===== src/rtl/gmps_pkg.sv =====
// Package for the grid minimum path sum block.
// Holds sizes, queue geometry, work and result item types, and helper
// functions shared by the front, back and queue modules. No dependencies.
`default_nettype none
package gmps_pkg;

  localparam int MAX_COLUMNS = 1024;
  localparam int MAX_ROWS    = 1024;

  localparam int SIZE_W    = 11;
  localparam int COL_W     = (MAX_COLUMNS > 1) ? $clog2(MAX_COLUMNS) : 1;
  localparam int ROW_W     = (MAX_ROWS > 1) ? $clog2(MAX_ROWS) : 1;
  localparam int CELL_W    = 16;
  localparam int COST_W    = 32;
  localparam int CFG_IDX_W = 4;

  localparam int Q_DEPTH = 4;
  localparam int Q_AW    = $clog2(Q_DEPTH);
  localparam int Q_CW    = $clog2(Q_DEPTH + 1);

  localparam logic [COST_W-1:0] COST_MAX = {COST_W{1'b1}};

  typedef enum logic [CFG_IDX_W-1:0] {
    REG_ROW_COUNT    = CFG_IDX_W'(0),
    REG_COLUMN_COUNT = CFG_IDX_W'(1)
  } cfg_reg_t;

  typedef struct packed {
    logic [CELL_W-1:0] weight;
    logic [COL_W-1:0]  col;
    logic              first_row;
    logic              first_col;
    logic              is_final;
  } work_t;

  typedef struct packed {
    logic [COST_W-1:0] cost;
    logic              is_final;
  } result_t;

  function automatic logic [SIZE_W-1:0] clamp_size(input logic [SIZE_W-1:0] v,
                                                   input logic [SIZE_W-1:0] limit);
    logic [SIZE_W-1:0] r;
    r = v;
    if (v == '0) begin
      r = SIZE_W'(1);
    end else if (v > limit) begin
      r = limit;
    end
    return r;
  endfunction

  function automatic logic [COST_W-1:0] sat_add(input logic [COST_W-1:0] a,
                                                input logic [CELL_W-1:0] b);
    logic [COST_W:0] s;
    s = {1'b0, a} + (COST_W + 1)'(b);
    return s[COST_W] ? COST_MAX : s[COST_W-1:0];
  endfunction

endpackage
`default_nettype wire


===== src/rtl/gmps_workq.sv =====
// Four-entry queue of classified work items between front and back.
// Depends on gmps_pkg (work_t, queue geometry).
`default_nettype none
module gmps_workq (
  input  wire logic            clk,
  input  wire logic            rst_n,
  input  wire logic            push,
  input  wire gmps_pkg::work_t push_data,
  output logic                 full,
  input  wire logic            pop,
  output gmps_pkg::work_t      pop_data,
  output logic                 empty
);
  import gmps_pkg::*;

  work_t             mem [Q_DEPTH];
  logic [Q_AW-1:0]   wr_ptr_r, rd_ptr_r;
  logic [Q_CW-1:0]   cnt_r, cnt_nxt;
  logic              wr_en, rd_en;

  assign full     = (cnt_r == Q_CW'(Q_DEPTH));
  assign empty    = (cnt_r == '0);
  assign wr_en    = push && !full;
  assign rd_en    = pop && !empty;
  assign pop_data = mem[rd_ptr_r];

  always_comb begin
    cnt_nxt = cnt_r;
    if (wr_en && !rd_en) begin
      cnt_nxt = cnt_r + Q_CW'(1);
    end else if (rd_en && !wr_en) begin
      cnt_nxt = cnt_r - Q_CW'(1);
    end
  end

  always_ff @(posedge clk) begin
    if (!rst_n) begin
      wr_ptr_r <= '0;
      rd_ptr_r <= '0;
      cnt_r    <= '0;
    end else begin
      cnt_r <= cnt_nxt;
      if (wr_en) begin
        wr_ptr_r <= wr_ptr_r + Q_AW'(1);
      end
      if (rd_en) begin
        rd_ptr_r <= rd_ptr_r + Q_AW'(1);
      end
    end
  end

  always_ff @(posedge clk) begin
    if (wr_en) begin
      mem[wr_ptr_r] <= push_data;
    end
  end

endmodule
`default_nettype wire


===== config.mk =====
export PLATFORM = sky130hd
export DESIGN_NAME = gmps_workq
export DESIGN_NICKNAME = d
export VERILOG_FILES = /design/src/rtl/gmps_pkg.sv /design/src/rtl/gmps_workq.sv
export SDC_FILE = /design/constraint.sdc
export NUM_CORES = 1
export LEC_CHECK = 0
export BUFFER_PORTS_ARGS = -buffer_cell sky130_fd_sc_hd__buf_2
export CORE_MARGIN = 2
export CORE_UTILIZATION = 45
export CTS_BUF_LIST = sky130_fd_sc_hd__clkbuf_2
export DETAILED_ROUTE_END_ITERATION = 6
export GPL_TIMING_DRIVEN = 0
export PLACE_DENSITY = 0.74
export SYNTH_ARGS = -nofsm -noshare
export SYNTH_HDL_FRONTEND = slang
export SYNTH_SLANG_ARGS = --single-unit

===== constraint.sdc =====
create_clock -name clk -period 5.6 [get_ports clk]
set_clock_uncertainty 0.2 [all_clocks]
set_input_delay 0.56 -clock clk [delete_from_list [all_inputs] [get_ports clk]]
set_output_delay 0.56 -clock clk [all_outputs]
set_load 0.02 [all_outputs]

Yosys cells after proc, flatten, opt, wreduce, memory -nomap -nowiden:

Memory sizes are Yosys's and may differ from the RTL's. A register that Yosys moved wholly into a read port is not among the register bits.
Index checks and enable logic that the tools add are counted.

* add/sub/neg operators: 4
* equal/unequal tests: 1
* muxes and demuxes: 6
* reduce and logical (&&, ||, !) cells: 10

Operators with widths (number)
* $mux 3: 2
* $add 2x1->2 const B: 2
* $logic_and 1x1->1: 4
* $logic_not 1->1: 4
* $mux 2: 2
* $add 3x1->3 const B: 1
* $eq 3x3->1 const B: 1
* $logic_not 3->1: 1
* $sub 3x1->3 const B: 1
* $mux 1: 2
* $reduce_bool 2->1: 1

* register bits after elaboration: 7
* RAM bits: 116
* input bits: 33
* output and inout bits: 31
* logic and storage cells: 25
* memories kept: 1

Memories
* mem: words 4, bits a word 29, rd ports 1, clocked after memory_dff 1, wr ports 1, line gmps_workq.sv:16 `work_t mem [Q_DEPTH];`

Depth between registers and ports, before layout:

Gate-level depths: netlist of run 1.

* depth in word-level cells: 7
* depth in mapped cells: 9
* gate-level depth less buffers: 8

Worst setup path after synthesis of run 1:

No wires, ideal clock.

* kind: reg2reg
* from: register cnt_r[0]
* to: register cnt_r[2]
* setup time: 76 ps
* arrival: 2032 ps
* data required time: 5324 ps
* path slack: 3293 ps
* cell stages (with the launch flop): 10
* path buffers: 1
* period minus slack after synthesis: 2307 ps
* cells stage by stage: dfxtp_1 -> nor3b_2 -> nor2b_1 -> buf_2 -> ha_1 -> inv_1 -> fa_1 -> xor2_1 -> or3_1 -> a21boi_0

* word-level cells in the longest chain between the ends: 6
* elaborated cells on any way between the ends: 15
* classes of those cells: add/sub: 2; eq/ne: 1; mux: 2; reduce/logical: 10

Ends and longest elaborated chain
* start: declaration: line gmps_workq.sv:18 `logic [Q_CW-1:0] cnt_r, cnt_nxt;`
* start signal: assignment: line gmps_workq.sv:42 `cnt_r <= cnt_nxt;`
* $eq 3x3->1 (*): line gmps_workq.sv:21 `assign full = (cnt_r == Q_CW'(Q_DEPTH));`
* net full: line gmps_workq.sv:9 `output logic full,`
* $logic_not 1->1 (*): line gmps_workq.sv:23 `assign wr_en = push && !full;`
* $logic_and 1x1->1 (*): line gmps_workq.sv:23
* net wr_en: line gmps_workq.sv:19 `logic wr_en, rd_en;`
* $logic_not 1->1: line gmps_workq.sv:31 `end else if (rd_en && !wr_en) begin`
* $logic_and 1x1->1: line gmps_workq.sv:31
* $reduce_bool 2->1 (no source line)

The timed path passes the listed nets; every way through them passes the cells marked *. The select of a mux whose other input is x is not followed.
A chain may end at the register's enable or synchronous reset.

==> flow_metrics.py, run 1 <==
metrics = {
    "status": {
        "outcome": "finished, final reports clean",
    },
    "clock_network": {
        "clock_sinks": 125,
        "cts.reportedPaths.clkPinSlew_ns": 0.18,
        "clk-insertion-delay-late_ns": 0.61,
        "cts_max_level": 4,
        "ctsResizeCount": 0,
        "post_cts_buffers": 0,
        "cts.path.max_buffers": 2,
        "cts_inserted_buffers": 17,
        "cts_tree": "yes",
        "cts-root-buf": "clkbuf_2",
        "cts_hold_buf": 29,
    },
    "finish": {
        "layout_commonest_cell": "edfxtp_1",
        "ff_latch_area_mm2": 0.00366,
        "n_antenna_cell": 0,
        "drive_gt1_share_pct": 41.0,
        "area_growth_pct": 21.7,
        "nFillCells": 811,
        "nets": 348,
        "utilization_pct": 55.9,
        "layout_common_cells": "edfxtp_1, buf_2, dlygate4sd3_1",
        "final_cell_area_mm2": 0.00569,
        "multiInputGateArea_um2": 945,
    },
    "drt": {
        "wl_per_cell_um": 16.7,
        "drt_iter0_drc": 89,
        "drc": 0,
        "detail-route-antenna-nets": 0,
        "routed_wl_um": 7660,
        "vias_per_cell": 4.95,
        "drtPass1Iterations": 5,
        "vias": 2266,
    },
    "synth": {
        "yosys_warnings": 0,
        "synth_area_mm2": 0.00468,
        "ys_seq_area_share_pct": 78.4,
        "synth_nets": 238,
        "ys_ff_latch": 125,
        "synth.distinct_cells": 25,
        "synth_area_per_cell_um2": 23.5,
        "netlist_instances": 199,
    },
    "floorplanning": {
        "rows": 37,
        "initial_core_util_pct": 45.9,
        "io_pins": 64,
        "fp.dieH_um": 106,
        "dieArea_mm2": 0.0112,
        "die-width_um": 106,
        "design.core.area_mm2": 0.0102,
    },
    "critical_path": {
        "end_kind": "primary output",
        "critPathArrivalTime_ns": 2.08,
        "cp-start-kind": "register",
        "r2r_start": "cnt_r[0]",
        "path_class": "reg2out",
        "critPathRequiredTime_ns": 4.84,
        "worstRegToRegCells": 9,
        "crit_path_max_fanout": 10,
    },
    "power_and_ir_drop": {
        "finalPower_w": 0.00241,
        "p_leak_nw": 1.98,
        "powerDensity_mw_per_mm2": 424,
        "vdd_drop_max_uv": 215,
    },
    "timing": {
        "finalHoldViolCount": 0,
        "rsz0062_at_grt": "no",
        "slew_headroom_pct": 44.1,
        "fin_tns_setup_ns": 0,
        "worstMarginPinSlew_ns": 0.839,
        "worst_slack_ns": 2.76,
        "period_share_pct": 50.8,
        "period_needed_ns": 2.84,
        "report.final.slew_viol_count": 0,
        "clock.fmax_mhz": 352,
        "setup_viol_count_final": 0,
    },
    "global_route": {
        "gr-total-overflow": 0,
        "grt_pass1_wl_um": 12100,
        "grtUsageTotal_pct": 14.8,
        "grt_pass1_vias": 2339,
        "grt_antenna_before_repair": 0,
        "grt_max_degree": 30,
    },
    "placed_design": {
        "hpwl_um": 4340,
        "placed_area_mm2": 0.00516,
        "dp_slack_ns": 3.09,
        "place_congestion": 0.630,
        "port_buffers": 62,
    },
    "hold_path": {
        "hold_path_depth": 3,
        "hold_path.class": "in2reg",
        "hold_start": "rst_n",
    },
    "run": {
        "maxCapViolCount": 0,
    },
}
==> metrics by stage <==
stage,instances,hold WS [ns]
2_1_floorplan,199,0.268
3_3_place_gp,397,0.277
3_5_place_dp,397,0.296
4_1_cts,458,0.0567
5_1_grt,458,0.0767
6_report,458,0.117
==> critical path, stage by stage, from the launching register on <==
cell,delay [ns]
dfxtp_1,0.35
clkbuf_1,0.51
mux4_2,0.43
buf_2,0.18
==> sequential cells by signal (all words and copies together), names as in the netlist, named ones only <==
signal    cells
cnt_r         3
mem         116
rd_ptr_r      2
wr_ptr_r      2
==> metal layers <==
layer  up-vias  track usage [%]  share of wire [%]
li1       1047                -                  -
met1      1164             19.2                 45
met2        48             23.7                 50
met3         7             4.90                3.9
met4         0             5.36               0.86
met5         -                0                  0
==> cell usage after synthesis, drive strengths merged <==
| master | number | area share, % |
|---|---|---|
| o311ai | 1 | 0.19 |
| buf | 6 | 1.2 |
| xor2 | 1 | 0.19 |
| and2 | 8 | 1.1 |
| mux2i | 3 | 0.64 |
| nor3b | 1 | 0.27 |
| fa | 1 | 0.43 |
| a21boi | 1 | 0.16 |
| xnor2 | 3 | 0.56 |
| nand2 | 4 | 0.32 |
| mux4 | 29 | 14 |
| edfxtp | 116 | 74 |
| o31ai | 1 | 0.27 |
| o21ai | 1 | 0.11 |
| nor3 | 1 | 0.11 |
| clkbuf | 2 | 0.16 |
| nor2b | 2 | 0.27 |
| ha | 5 | 1.3 |
| dfxtp | 9 | 3.9 |
| inv | 3 | 0.24 |
| or3 | 1 | 0.13 |
==> logic make-up (layout without fill, tap and decap cells) <==
kind of cell             after synthesis  after routing  synth area share [%]
flip-flops                           125            125                  78.4
XOR/XNOR                               4              4                 0.749
multiplexers                          32             32                  14.7
AND/OR/NAND/NOR                       17             17                  2.17
AO/OA/AOI/OAI                          4              4                 0.722
adder cells (fa/ha/maj)                6              6                  1.77
buffers and inverters                 11            134                  1.55
==> path summary, 6_finish.rpt <==
path	to	slack, ns
setup / recovery	pop_data[21]	2.76
hold / removal	wr_ptr_r[1]	0.12
setup reg to reg	cnt_r[2]	3.14
hold reg to reg	wr_ptr_r[0]	0.32
==> cell type report <==
| cell class | count | share of cell area, % |
|---|---|---|
| Clock buffer | 17 | 1.50 |
| Inverter | 3 | 0.198 |
| Clock inverter | 15 | 2.70 |
| Multi-Input combinational cell | 63 | 16.6 |
| Tap cell | 136 | 2.99 |
| Sequential cell | 125 | 64.4 |
| Timing Repair Buffer | 91 | 10.6 |
| Buffer | 8 | 1.08 |
==> power by group <==
group	switching (W)	total, W	internal (W)
combinational	0.000375	0.000691	0.000317
sequential	0.0000383	0.00117	0.00114
clock	0.000309	0.000548	0.000240
total	0.000722	0.00241	0.00169
Power figures use the tool's default switching activity.
==> run 2: changes to the inputs <==
--- a/config.mk
+++ b/config.mk
@@ -5,13 +5,14 @@
 export SDC_FILE = /design/constraint.sdc
 export NUM_CORES = 1
 export LEC_CHECK = 0
+export ABC_AREA = 1
 export BUFFER_PORTS_ARGS = -buffer_cell sky130_fd_sc_hd__buf_2
 export CORE_MARGIN = 2
 export CORE_UTILIZATION = 45
 export CTS_BUF_LIST = sky130_fd_sc_hd__clkbuf_2
 export DETAILED_ROUTE_END_ITERATION = 6
 export GPL_TIMING_DRIVEN = 0
-export PLACE_DENSITY = 0.74
+export PLACE_DENSITY = 0.76
 export SYNTH_ARGS = -nofsm -noshare
 export SYNTH_HDL_FRONTEND = slang
 export SYNTH_SLANG_ARGS = --single-unit
==> constraint.sdc (replaced) <==
create_clock -name clk -period 2.5 [get_ports clk]
set_clock_uncertainty 0.2 [all_clocks]
set_input_delay 0.25 -clock clk [delete_from_list [all_inputs] [get_ports clk]]
set_output_delay 0.25 -clock clk [all_outputs]
set_load 0.02 [all_outputs]
==> flow_metrics.py, run 2 <==
metrics = {
    "synth": {
        "yosys.area.top_type": "edfxtp_1",
        "synth.area.top_cells": "edfxtp_1, o21ai_0, o22ai_2",
        "synth_edf_count": 116,
        "synth.most_common_cell": "edfxtp_1",
        "yosys_warnings": 0,
        "ys_ff_latch": 125,
        "synth.distinct_cells": 23,
        "async_flop_share_pct": 0,
        "netlist_instances": 351,
        "synth_area_per_cell_um2": 14.5,
        "synth_common_cells": "edfxtp_1, o21ai_0, nor2_1",
        "ys_seq_area_share_pct": 71.9,
        "synth_area_mm2": 0.00510,
        "synth_nets": 390,
        "synth_ff_type": "edfxtp_1",
        "yosys.area.top_type_share_pct": 68.3,
    },
    "clock_network": {
        "clk-insertion-delay-late_ns": 0.65,
        "cts-root-buf": "clkbuf_2",
        "post_cts_buffers": 0,
        "cts_tree": "yes",
        "cts_max_level": 4,
        "cts.reportedPaths.clkPinSlew_ns": 0.21,
        "cts.path.max_buffers": 2,
        "cts_inserted_buffers": 17,
        "clock_sinks": 125,
    },
    "floorplanning": {
        "rows": 38,
        "fp.dieH_um": 110,
        "io_pins": 64,
        "initial_core_util_pct": 46.6,
        "die-width_um": 110,
        "design.core.area_mm2": 0.0109,
        "dieArea_mm2": 0.0122,
    },
    "finish": {
        "top_register": "mem",
        "final_cell_area_mm2": 0.00633,
        "layout_common_cells": "edfxtp_1, buf_2, o21ai_0",
        "area_growth_pct": 24.2,
        "largest_register_ffs": 116,
        "reg.largest.list": "mem x116, cnt_r x3",
        "nets": 509,
        "layout_commonest_cell": "edfxtp_1",
        "n_antenna_cell": 0,
        "utilization_pct": 57.9,
        "drive_gt1_share_pct": 36.2,
    },
    "placed_design": {
        "placed_area_mm2": 0.00572,
        "hpwl_um": 6610,
        "place_congestion": 0.725,
        "port_buffers": 63,
    },
    "timing": {
        "slew_headroom_pct": 60.1,
        "setup_viol_count_final": 0,
        "rsz0062_at_grt": "no",
        "report.final.slew_viol_count": 0,
        "clock.fmax_mhz": 427,
        "period_share_pct": 93.7,
        "period_needed_ns": 2.34,
        "worstMarginPinSlew_ns": 0.597,
        "finalHoldViolCount": 0,
    },
    "drt": {
        "routed_wl_um": 10400,
        "detail-route-antenna-nets": 0,
        "drc": 0,
        "drtPass1Iterations": 4,
        "vias_per_cell": 5.19,
        "vias": 3231,
        "wl_per_cell_um": 16.7,
        "drt_iter0_drc": 194,
    },
    "critical_path": {
        "end_kind": "primary output",
        "critPathArrivalTime_ns": 1.89,
        "crit_path_max_fanout": 10,
        "worstRegToRegCells": 7,
        "cp-start-kind": "register",
        "critPathRequiredTime_ns": 2.05,
        "path_class": "reg2out",
    },
    "status": {
        "outcome": "finished, final reports clean",
    },
    "global_route": {
        "grt_pass1_vias": 3423,
        "grt_pass1_wl_um": 16700,
        "grt_max_degree": 23,
        "grtUsageTotal_pct": 17.8,
        "grt_antenna_before_repair": 0,
        "gr-total-overflow": 0,
    },
    "run": {
        "maxCapViolCount": 0,
    },
    "power_and_ir_drop": {
        "p_leak_nw": 2.29,
        "powerDensity_mw_per_mm2": 940,
        "vdd_drop_max_uv": 570,
    },
    "hold_path": {
        "hold_path_depth": 2,
        "hold_path.class": "in2reg",
    },
}
-- run 2: changes by cell type after synthesis, sizes merged, moves of 4 or more --
cell   delta
nor2     +72
o21ai    +58
mux4     -29
o22ai    +29
inv      +15
nand2    +11
buf      +10
and2      -8
nand3     +4
-- run 2: area by class of cell --
type	count	area, um2
inverter	18	67.6
clock buffer	17	85.1
multi-input combinational	190	1270
sequential	125	3670
fill	895	4600
clock inverter	15	173
tap	140	175
buffer	17	138
timing repair buffer	101	761
-- run 2: metrics by stage --
step	instances	hold WS (ns)	setup slack, ns	setup TNS, ns	total power [W]
global route	623	0.0173	0.000545	0	0.00628
finish	623	0.116	0.158	0	0.00596
detailed placement	558	0.265	0.180	0	0.00465
global placement	554	0.259	-1.07	-121.66	0.00453
CTS	623	0.0558	0.00378	0	0.00599
floorplan	351	0.149	-0.0209	-2.42	0.00398
-- run 2: critical path, cell delays in order (launching register included) --
cell	delay (ns)
dfxtp_2	0.40
buf_6	0.15
buf_2	0.25
nor2_1	0.10
o22ai_2	0.16
buf_2	0.20
-- run 2: cell families after synthesis --
kind of cell | synth area share (%)
buf+inv | 3.93
xor+xnor | 0.172
compound gates | 12.1
fa+ha+maj | 1.62
flops | 71.9
simple gates | 10.3
-- run 2: power breakdown --
group | leakage [nW] | total, W | internal (W) | switching [W]
Sequential | 1.14 | 0.00263 | 0.00254 | 0.0000854
Clock | 0.151 | 0.00130 | 0.000493 | 0.000809
Combinational | 0.998 | 0.00203 | 0.000713 | 0.00131
Total | 2.29 | 0.00596 | 0.00375 | 0.00221
-- run 2: per-layer routing --
layer / GRT usage [%] / part of all wire (%)
met4: 6.08 / 1.1
met3: 5.05 / 4.7
met5: 0 / 0
met2: 31.5 / 54
met1: 20.7 / 40
-- run 2: path summary, 6_finish.rpt --
kind                                    from           end  slack, ns
worst max-delay path                register  pop_data[16]       0.16
worst min-delay path            push_data[0]     mem[0][0]       0.12
worst max register to register      cnt_r[1]   wr_ptr_r[0]       0.25
worst min register to register   rd_ptr_r[0]   rd_ptr_r[0]       0.33
-- run 2: repair_timing --
action                                 in CTS  in global routing
setup endpoints to repair                  13                 28
endpoints found under the hold margin     125                  0
resized for setup                           2                  8
hold buffers                               34                  0
==> run 3: changes to the inputs <==
--- a/config.mk
+++ b/config.mk
@@ -6,7 +6,7 @@
 export NUM_CORES = 1
 export LEC_CHECK = 0
 export ABC_AREA = 1
-export BUFFER_PORTS_ARGS = -buffer_cell sky130_fd_sc_hd__buf_2
+export BUFFER_PORTS_ARGS = -buffer_cell sky130_fd_sc_hd__clkbuf_2
 export CORE_MARGIN = 2
 export CORE_UTILIZATION = 45
 export CTS_BUF_LIST = sky130_fd_sc_hd__clkbuf_2
==> flow_metrics.py, run 3 (synthesis results as in run 2) <==
metrics = {
    "critical_path": {
        "crit_top_cell": "buf_2",
        "worst-path-buf-inv": 3,
        "critPathMaxStageDelay_ns": 0.40,
        "cp-start-kind": "register",
        "end_kind": "primary output",
        "cp_top_family": "buffers and inverters",
        "crit_path_max_fanout": 10,
        "r2r_start": "cnt_r[1]",
        "slowest_stage": "dfxtp_2",
        "critPathArrivalTime_ns": 1.87,
        "regToRegSetupSlack_ns": 0.32,
        "r2r_end": "cnt_r[1]",
        "crit_chain": "buf_6 > buf_2 > nor2_1 > o22ai_2 > buf_2",
        "path_class": "reg2out",
        "critPathRequiredTime_ns": 2.05,
        "worstRegToRegCells": 9,
    },
    "timing": {
        "clock.fmax_mhz": 430,
        "period_share_pct": 93.0,
        "setup_viol_count_final": 0,
        "period_needed_ns": 2.32,
        "slew_headroom_pct": 61.7,
        "worstMarginPinSlew_ns": 0.574,
        "fin_tns_setup_ns": 0,
        "report.final.slew_viol_count": 0,
        "rsz0062_at_grt": "no",
        "finalHoldViolCount": 0,
    },
    "floorplanning": {
        "rows": 38,
        "fp.dieH_um": 110,
        "io_pins": 64,
        "die-width_um": 110,
        "initial_core_util_pct": 46.6,
        "design.core.area_mm2": 0.0109,
        "dieArea_mm2": 0.0122,
    },
    "power_and_ir_drop": {
        "swShare_pct": 36.6,
        "pwr-share-comb_pct": 34.8,
        "p_leak_nw": 2.29,
        "p_sw_w": 0.00214,
        "vdd_drop_max_uv": 461,
        "clock_power_share_pct": 20.3,
        "powerDensity_mw_per_mm2": 928,
        "p_int_w": 0.00371,
        "p_seq_share_pct": 44.9,
    },
    "finish": {
        "top_register": "mem",
        "area_growth_pct": 23.7,
        "utilization_pct": 57.7,
        "layout_commonest_cell": "edfxtp_1",
        "reg.largest.list": "mem x116, cnt_r x3",
        "n_antenna_cell": 0,
        "layout_common_cells": "edfxtp_1, clkbuf_2, o21ai_0",
        "nets": 508,
        "drive_gt1_share_pct": 36.1,
        "largest_register_ffs": 116,
    },
    "clock_network": {
        "cts_tree": "yes",
        "cts_inserted_buffers": 17,
        "cts.path.max_buffers": 2,
        "cts-root-buf": "clkbuf_2",
        "cts_max_level": 4,
        "cts.reportedPaths.clkPinSlew_ns": 0.18,
        "clock_sinks": 125,
        "clk-insertion-delay-late_ns": 0.63,
    },
    "drt": {
        "wl_per_cell_um": 16.5,
        "drt_iter0_drc": 145,
        "routed_wl_um": 10300,
        "vias_per_cell": 5.16,
        "vias": 3208,
        "drtPass1Iterations": 4,
        "drc": 0,
        "detail-route-antenna-nets": 0,
    },
    "global_route": {
        "grt_pass1_vias": 3299,
        "grt_pass1_wl_um": 16200,
        "grt_max_degree": 18,
        "grt_antenna_before_repair": 0,
        "grtUsageTotal_pct": 17.3,
        "gr-total-overflow": 0,
    },
    "run": {
        "maxCapViolCount": 0,
    },
    "hold_path": {
        "hold_path.class": "in2reg",
        "hold_start": "push_data[15]",
        "hold_path_depth": 2,
        "worstHoldEndpoint": "mem[2][15]",
    },
    "placed_design": {
        "port_buffers": 63,
        "place_congestion": 0.721,
        "hpwl_um": 6620,
    },
    "status": {
        "outcome": "finished, final reports clean",
    },
}
-- run 3: cell types whose count changed in the layout (fill, tap and decap cells not counted), sizes merged --
| cell | change |
|---|---|
| clkinvlp | -1 |
| buf | -61 |
| clkbuf | +62 |
| inv | -7 |
| dlygate4sd3 | -2 |
| clkinv | +8 |
-- run 3: worst register-to-register path: cells and delay by family (launching register included) --
family                   cells  cell delay, ns
AO/OA/AOI/OAI                1            0.18
adder cells (fa/ha/maj)      2            0.63
buffers and inverters        2            0.16
flip-flops                   1            0.37
AND/OR/NAND/NOR              4            0.56
-- run 3: how the worst max path moves through the flow --
| stage | start | to | cells after the start |
|---|---|---|---|
| after floorplan | cnt_r[0] | mem[0][0] | 4 |
| final | register | pop_data[4] | 5 |
| after detailed placement | cnt_r[1] | cnt_r[1] | 9 |
| after global routing | register | pop_data[4] | 6 |
| after CTS | register | pop_data[16] | 5 |
| after global placement | cnt_r[0] | mem[3][8] | 4 |
-- run 3: timing repair --
item,CTS,global route
hold endpoints to repair,125,0
hold buffers,32,0
endpoints found under the setup margin,11,25
resized for setup,2,13
buffers inserted,0,0
-- run 3: layout make-up --
| class | count | area [um2] |
|---|---|---|
| Clock inverter | 15 | 148 |
| Timing Repair Buffer | 99 | 746 |
| Clock buffer | 17 | 85.1 |
| Tap cell | 140 | 175 |
| Inverter | 18 | 67.6 |
| Sequential cell | 125 | 3670 |
| Buffer | 18 | 151 |
| Fill cell | 897 | 4630 |
| Multi-Input combinational cell | 190 | 1270 |
-- run 3: power groups by stage --
stage / clock network [W] / logic, W / registers [W]
after floorplan: 0 / 0.00131 / 0.00266
after global placement: 0 / 0.00185 / 0.00268
after detailed placement: 0 / 0.00200 / 0.00267
after CTS: 0.00123 / 0.00204 / 0.00262
after global routing: 0.00132 / 0.00220 / 0.00265
final: 0.00119 / 0.00203 / 0.00263
-- run 3: routing by layer --
layer	track usage (%)	vias up	routed length, um
li1	-	1519	-
met1	20.0	1571	4100
met2	30.6	105	5510
met3	4.34	13	575
met4	7.50	0	112
met5	0	-	0
-- run 3: per-stage QoR --
step,instances,area (um2),setup WS (ns),hold slack (ns),power [W]
2_1_floorplan,351,5100,-0.0209,0.149,0.00398
3_3_place_gp,554,5590,-1.07,0.262,0.00453
3_5_place_dp,558,5730,0.212,0.271,0.00467
4_1_cts,622,6290,0.00306,0.0855,0.00589
5_1_grt,622,6310,0.00539,0.0576,0.00618
6_report,622,6310,0.175,0.158,0.00585
